`config.mk`:
```
export PLATFORM = sky130hd
export DESIGN_NAME = ovbb_ctrl
export DESIGN_NICKNAME = d
export VERILOG_FILES = /design/src/ovbb_pkg.sv /design/src/ovbb_ctrl.sv
export SDC_FILE = /design/constraint.sdc
export NUM_CORES = 1
export LEC_CHECK = 0
export BUFFER_PORTS_ARGS = -buffer_cell sky130_fd_sc_hd__buf_2
export CAP_MARGIN = 0
export CORE_AREA = 8 8 45 47
export CTS_CLUSTER_SIZE = 28
export DETAILED_ROUTE_END_ITERATION = 10
export DIE_AREA = 0 0 53 55
export MAX_ROUTING_LAYER = met4
export RECOVER_POWER = 25
export REMOVE_ABC_BUFFERS = 1
export SYNTH_ARGS = -nofsm -noshare
export SYNTH_HDL_FRONTEND = slang
export SYNTH_SLANG_ARGS = --single-unit
```
`constraint.sdc`:
```
create_clock -name i_clk -period 3.4 [get_ports i_clk]
set_input_delay 0.68 -clock i_clk [delete_from_list [all_inputs] [get_ports i_clk]]
set_output_delay 0.68 -clock i_clk [all_outputs]
set_load 0.03 [all_outputs]
```
`src/ovbb_pkg.sv`:
```
// ----------------------------------------------------------------------------
// ovbb_pkg
// Shared widths, step codes, register indexes and types of the bounding box.
// ----------------------------------------------------------------------------
`timescale 1ns / 1ps

package ovbb_pkg;

    localparam int FRAC_BITS_DEF = 16;
    localparam int QUAT_W        = 18;
    localparam int COORD_W       = 32;
    localparam int HALF_W        = 31;
    localparam int CFG_IDX_W     = 3;
    localparam int CFG_DATA_W    = 32;
    localparam int STEP_W        = 5;

    // register indexes on the configuration port
    localparam logic [CFG_IDX_W-1:0] REG_ROT_W   = 3'd0;
    localparam logic [CFG_IDX_W-1:0] REG_ROT_X   = 3'd1;
    localparam logic [CFG_IDX_W-1:0] REG_ROT_Y   = 3'd2;
    localparam logic [CFG_IDX_W-1:0] REG_ROT_Z   = 3'd3;
    localparam logic [CFG_IDX_W-1:0] REG_SCALE_X = 3'd4;
    localparam logic [CFG_IDX_W-1:0] REG_SCALE_Y = 3'd5;
    localparam logic [CFG_IDX_W-1:0] REG_SCALE_Z = 3'd6;

    // sequencer steps: quaternion products
    localparam logic [STEP_W-1:0] STEP_XX = 5'd0;
    localparam logic [STEP_W-1:0] STEP_YY = 5'd1;
    localparam logic [STEP_W-1:0] STEP_ZZ = 5'd2;
    localparam logic [STEP_W-1:0] STEP_XY = 5'd3;
    localparam logic [STEP_W-1:0] STEP_XZ = 5'd4;
    localparam logic [STEP_W-1:0] STEP_YZ = 5'd5;
    localparam logic [STEP_W-1:0] STEP_WX = 5'd6;
    localparam logic [STEP_W-1:0] STEP_WY = 5'd7;
    localparam logic [STEP_W-1:0] STEP_WZ = 5'd8;
    // matrix build, row products, rounding, scaling, bounds, finish
    localparam logic [STEP_W-1:0] STEP_MATRIX = 5'd10;
    localparam logic [STEP_W-1:0] STEP_M00    = 5'd11;
    localparam logic [STEP_W-1:0] STEP_M01    = 5'd12;
    localparam logic [STEP_W-1:0] STEP_M02    = 5'd13;
    localparam logic [STEP_W-1:0] STEP_M10    = 5'd14;
    localparam logic [STEP_W-1:0] STEP_M11    = 5'd15;
    localparam logic [STEP_W-1:0] STEP_M12    = 5'd16;
    localparam logic [STEP_W-1:0] STEP_M20    = 5'd17;
    localparam logic [STEP_W-1:0] STEP_M21    = 5'd18;
    localparam logic [STEP_W-1:0] STEP_M22    = 5'd19;
    localparam logic [STEP_W-1:0] STEP_ROUND  = 5'd21;
    localparam logic [STEP_W-1:0] STEP_SX     = 5'd22;
    localparam logic [STEP_W-1:0] STEP_SY     = 5'd23;
    localparam logic [STEP_W-1:0] STEP_SZ     = 5'd24;
    localparam logic [STEP_W-1:0] STEP_BOUNDS = 5'd26;
    localparam logic [STEP_W-1:0] STEP_FINISH = 5'd27;

    typedef enum logic [0:0] {
        ST_IDLE,
        ST_RUN
    } t_state;

    typedef struct packed {
        logic              accept;
        logic              run;
        logic [STEP_W-1:0] step;
        logic              finish;
    } t_cmd;

    typedef struct packed {
        logic last;
    } t_stat;

    // saturate a wide signed value to 32 bits
    function automatic logic signed [COORD_W-1:0] sat32(input logic signed [63:0] v);
        logic signed [63:0] hi;
        logic signed [63:0] lo;
        hi = 64'sh0000_0000_7FFF_FFFF;
        lo = -64'sh0000_0000_8000_0000;
        if (v > hi) begin
            return 32'sh7FFF_FFFF;
        end else if (v < lo) begin
            return 32'sh8000_0000;
        end
        return v[COORD_W-1:0];
    endfunction

endpackage

```
`src/ovbb_ctrl.sv`:
```
// ----------------------------------------------------------------------------
// ovbb_ctrl
// Sequencer that steps the datapath through one vertex and owns the handshakes.
// ----------------------------------------------------------------------------
`timescale 1ns / 1ps

module ovbb_ctrl (
    input  logic                 i_clk,
    input  logic                 i_rst_n,
    input  logic                 i_in_valid,
    output logic                 o_in_ready,
    output logic                 o_out_valid,
    input  logic                 i_out_ready,
    input  ovbb_pkg::t_stat      i_stat,
    output ovbb_pkg::t_cmd       o_cmd
);

    ovbb_pkg::t_state                r_state, n_state;
    logic [ovbb_pkg::STEP_W-1:0]     r_step, n_step;
    logic                            r_out_valid, n_out_valid;
    logic                            w_at_end;
    logic                            w_finish;

    // finish waits only when a box must be loaded over an untaken one
    assign w_at_end = (r_state == ovbb_pkg::ST_RUN) && (r_step == ovbb_pkg::STEP_FINISH);
    assign w_finish = w_at_end && (!i_stat.last || !r_out_valid || i_out_ready);

    // next state
    always_comb begin
        n_state = r_state;
        n_step  = r_step;
        unique case (r_state)
            ovbb_pkg::ST_IDLE: begin
                n_step = '0;
                if (i_in_valid) begin
                    n_state = ovbb_pkg::ST_RUN;
                end
            end
            ovbb_pkg::ST_RUN: begin
                if (w_at_end) begin
                    if (w_finish) begin
                        n_state = ovbb_pkg::ST_IDLE;
                    end
                end else begin
                    n_step = r_step + 1'b1;
                end
            end
            default: n_state = ovbb_pkg::ST_IDLE;
        endcase
    end

    // result flag
    always_comb begin
        n_out_valid = r_out_valid;
        if (r_out_valid && i_out_ready) begin
            n_out_valid = 1'b0;
        end
        if (w_finish && i_stat.last) begin
            n_out_valid = 1'b1;
        end
    end

    // outputs
    always_comb begin
        o_in_ready   = (r_state == ovbb_pkg::ST_IDLE);
        o_cmd.accept = (r_state == ovbb_pkg::ST_IDLE) && i_in_valid;
        o_cmd.run    = (r_state == ovbb_pkg::ST_RUN);
        o_cmd.step   = r_step;
        o_cmd.finish = w_finish;
        o_out_valid  = r_out_valid;
    end

    always_ff @(posedge i_clk) begin
        if (!i_rst_n) begin
            r_state     <= ovbb_pkg::ST_IDLE;
            r_step      <= '0;
            r_out_valid <= 1'b0;
        end else begin
            r_state     <= n_state;
            r_step      <= n_step;
            r_out_valid <= n_out_valid;
        end
    end

endmodule

```
After elaboration in Yosys (flattened, before gate mapping) --
Cells that the tools add are included.
Word-level totals: register bits after elaboration 7, input bits 5, output and inout port bits 10
Cells by class: add/subtract/negate cells 1, equality and inequality tests 2, muxes and demuxes 8, bitwise gates (word level) 1, reduce and logical (&&, ||, !) cells 10
Operator list (count):
- one-hot mux 5 bit (2 select lines) | 1
- adder 5 x 1 -> 5 bit (second input constant) | 1
- == test 5 bit (second input constant) | 1
- logical AND 1 bit | 5
- two-way mux 1 bit | 5
- two-way mux 5 bit | 1
- zero test 1 bit | 2
- logical OR 1 bit | 2
- inequality test 2 bit (second input constant) | 1
- one-hot mux 1 bit (2 select lines) | 1
- nonzero test 2 bit | 1
- inverter 1 bit | 1

Depth between registers and ports, before layout --
depth after elaboration 7, mapped depth 5

Worst setup path after synthesis --
No wires, ideal clock.
path kind register -> output, start register r_step[0] in the netlist's numbering, end output o_cmd[0] in the netlist's numbering, arrival 1.407 ns, required time 2.720 ns, path slack 1.313 ns, cell stages (with the launch flop) 6, cell sequence dfxtp_1 > ha_1 > and4b_1 > buf_6 > o211a_4 > buf_4
On the way: longest elaborated chain between the ends 3
Ends and longest elaborated chain:
- from (decl) | RTL line ovbb_ctrl.sv:19 | logic [ovbb_pkg::STEP_W-1:0] r_step, n_step;
- from (signal assigned) | RTL line ovbb_ctrl.sv:80 | r_step <= n_step;
- == test 5 bit | RTL line ovbb_ctrl.sv:25 | assign w_at_end = (r_state == ovbb_pkg::ST_RUN) && (r_step == ovbb_pkg::STEP_FINISH);
- logical AND 1 bit | RTL line ovbb_ctrl.sv:25
- logical AND 1 bit | RTL line ovbb_ctrl.sv:26 | assign w_finish = w_at_end && (!i_stat.last || !r_out_valid || i_out_ready);
- to (decl) | RTL line ovbb_ctrl.sv:15 | output ovbb_pkg::t_cmd o_cmd
Every way passes these cells.

==> qor.yml <==
status: "complete, no violations"
synthDistinctLibCells: 19
antenna_found_initial: 0
crit_family: "flip-flops"
clock_latency_ns: 0.25
slowest_delay_ns: 0.38
path_depth: 4
clock_path_buffers: 2
netlist_area_um2: 340
ant_nets: 0
ff2ff_path_depth: 4
drc: 0
drt-total-wl_um: 674
setup_violations: 0
rows: 14
drt_iter0_markers: 1
worstPathBufferInverterCount: 1
yosys_warnings: 0
worst_pin_slew_ns: 0.231
grt_setup_unrepaired: "false"
overflow: 0
h-tree-depth: 1
min_path_cells: 2
syn_to_final_growth_pct: 25.4
r2r_slack_ns: 2.09
slowest_stage: "dfxtp_1"
grtUsageTotal: 0.0525
worstSetupStartpointType: "flop"
critical_path_class: "flop to primary output"
grt_max_degree: 8
drive_above_1_share: 0.333
cp_cell_sequence: "ha_1 > and4b_1 > o211a_4 > buf_2"
max_cap_viol_count: 0
ios: 15
worstPathArrival_ns: 1.58
hold_viol: 0
cts_tree: "done"
yosysSeqAreaShare: 0.412
ys_ff_latch: 7
skew_ns: 0.00235
tns_ns: 0
ir_worst_vdd_mv: 0.134
fin_crit_ns: 2.26
layout_common_cells: "buf_2 (13), dfxtp_1 (7), nor2_1 (5)"
crit_required_ns: 2.72
vias: 271
synth_top_cell_area_share: 0.412
die_y_um: 55
r2r-end: "r_step[1]"
cts_buffers: 3
dieArea_um2: 2920
grt_pass1_wl_um: 1120
post_cts_resized: 0
synth.area.top_cells: "dfxtp_1 (41%), xor2_1 (7.7%), o211a_4 (5.1%), nand3_1 (4.4%), buf_4 (4.4%)"
power.leakage_uw: 0.000202
min_period_over_period: 0.663
numPortBuffers: 14
cts_setup_buffers: 0
fin_nets: 58
endpoint_kind: "primary output"
fin_total_pwr_uw: 180
cts_root_buf: "clkbuf_4"
cts_sinks: 7
hp-class: "flop to flop"
start_util: 0.246
relSlewSlack: 0.846
grt_pass1_vias: 285
dp_slack_ns: 1.30
gp_congestion: 0.687
worstHoldEndpoint: "r_step[1]"
vias_per_cell: 4.04
power-per-cell-area_nw_per_um2: 421
avgRoutedWirePerCell_um: 10.1
synth_top_area_cell: "dfxtp_1"
avgSynthCellArea_um2: 9.45
layout_commonest_cell: "buf_2"
die_x_um: 53
place_hpwl_um: 554
syn_inst: 36
dpl_cell_area_um2: 404
drv_slew: 0
r2r_start: "r_step[0]"
antenna_cells: 0
finalWorstSetupSlack_ns: 1.14
holdBufCountCts: 0
clk_pin_slew_worst_paths_ns: 0.06
max_freq_mhz: 443
drtPass1Iterations: 2
cp_max_fo: 4
hold_start: "r_step[1]"
coreArea_um2: 1380
fin_hold_ws_ns: 0.552
design_area_um2: 427
[layout make-up]
| type | instances | area (um2) |
|---|---|---|
| multi-input cells | 24 | 164 |
| repair buffers | 14 | 68.8 |
| inverters | 2 | 7.51 |
| flip-flops and latches | 7 | 140 |
| well taps | 16 | 20.0 |
| fillers | 149 | 957 |
| clock buffers | 4 | 26.3 |
[worst max path at each step]
stage           startpoint        to  slack (ns)
2_1_floorplan    r_step[0]  o_cmd[0]        1.38
5_1_grt          r_step[0]  o_cmd[0]        1.02
3_3_place_gp   i_out_ready  o_cmd[0]        1.30
6_report         r_step[0]  o_cmd[0]        1.14
3_5_place_dp   i_out_ready  o_cmd[0]        1.30
4_1_cts          r_step[0]  o_cmd[0]        1.12
[sequential cells by signal, summed over array words and instances, names as in the netlist]
signal	flops
r_state	1
r_step	5
o_out_valid	1
[kinds of logic (layout without fill, tap and decap cells)]
logic type / count (synthesis) / after routing / synth area share
AO/OA/AOI/OAI: 4 / 4 / 0.103
XOR/XNOR: 3 / 3 / 0.0772
adder cells (fa/ha/maj): 1 / 1 / 0.0368
buffers and inverters: 5 / 20 / 0.0993
flip-flops: 7 / 7 / 0.412
multiplexers: 1 / 1 / 0.0294
AND/OR/NAND/NOR: 15 / 15 / 0.243
[per-stage QoR]
stage	cells	util
after floorplan	33	-
after global placement	63	0.292
after detailed placement	63	0.292
after CTS	67	0.311
after global routing	67	0.308
final	67	0.308
[cells in the mapped netlist]
master / count
xor2_1: 3
ha_1: 1
o211a_4: 1
nand3b_1: 1
buf_4: 2
inv_1: 2
and4b_1: 1
nand3_1: 3
a21boi_1: 1
or2b_1: 2
o21ai_0: 1
nor2b_1: 1
dfxtp_1: 7
a21oi_1: 1
mux2i_1: 1
buf_6: 1
nor2_2: 1
nand2_1: 2
nor2_1: 4
[per-layer routing]
| metal | GRT usage | up-vias | wire, um |
|---|---|---|---|
| met4 | 0.0517 | 0 | 0 |
| met3 | 0.0107 | 0 | 23 |
| met1 | 0.0536 | 122 | 289 |
| li1 | - | 146 | - |
| met5 | - | - | 0 |
| met2 | 0.0820 | 3 | 360 |
[power breakdown]
| part | total (uW) | switching, uW | internal [uW] |
|---|---|---|---|
| sequential | 86.3 | 2.46 | 83.8 |
| combinational | 17.5 | 11.7 | 5.84 |
| clock | 75.8 | 31.0 | 44.8 |
[worst min-delay path, delay by kind of cell (launching register included)]
| kind | cells | cell delay, ns |
|---|---|---|
| and+or+nand+nor | 1 | 0.05 |
| muxes | 1 | 0.13 |
| DFF | 1 | 0.33 |
Note: power is estimated with default switching activity, not from simulation.
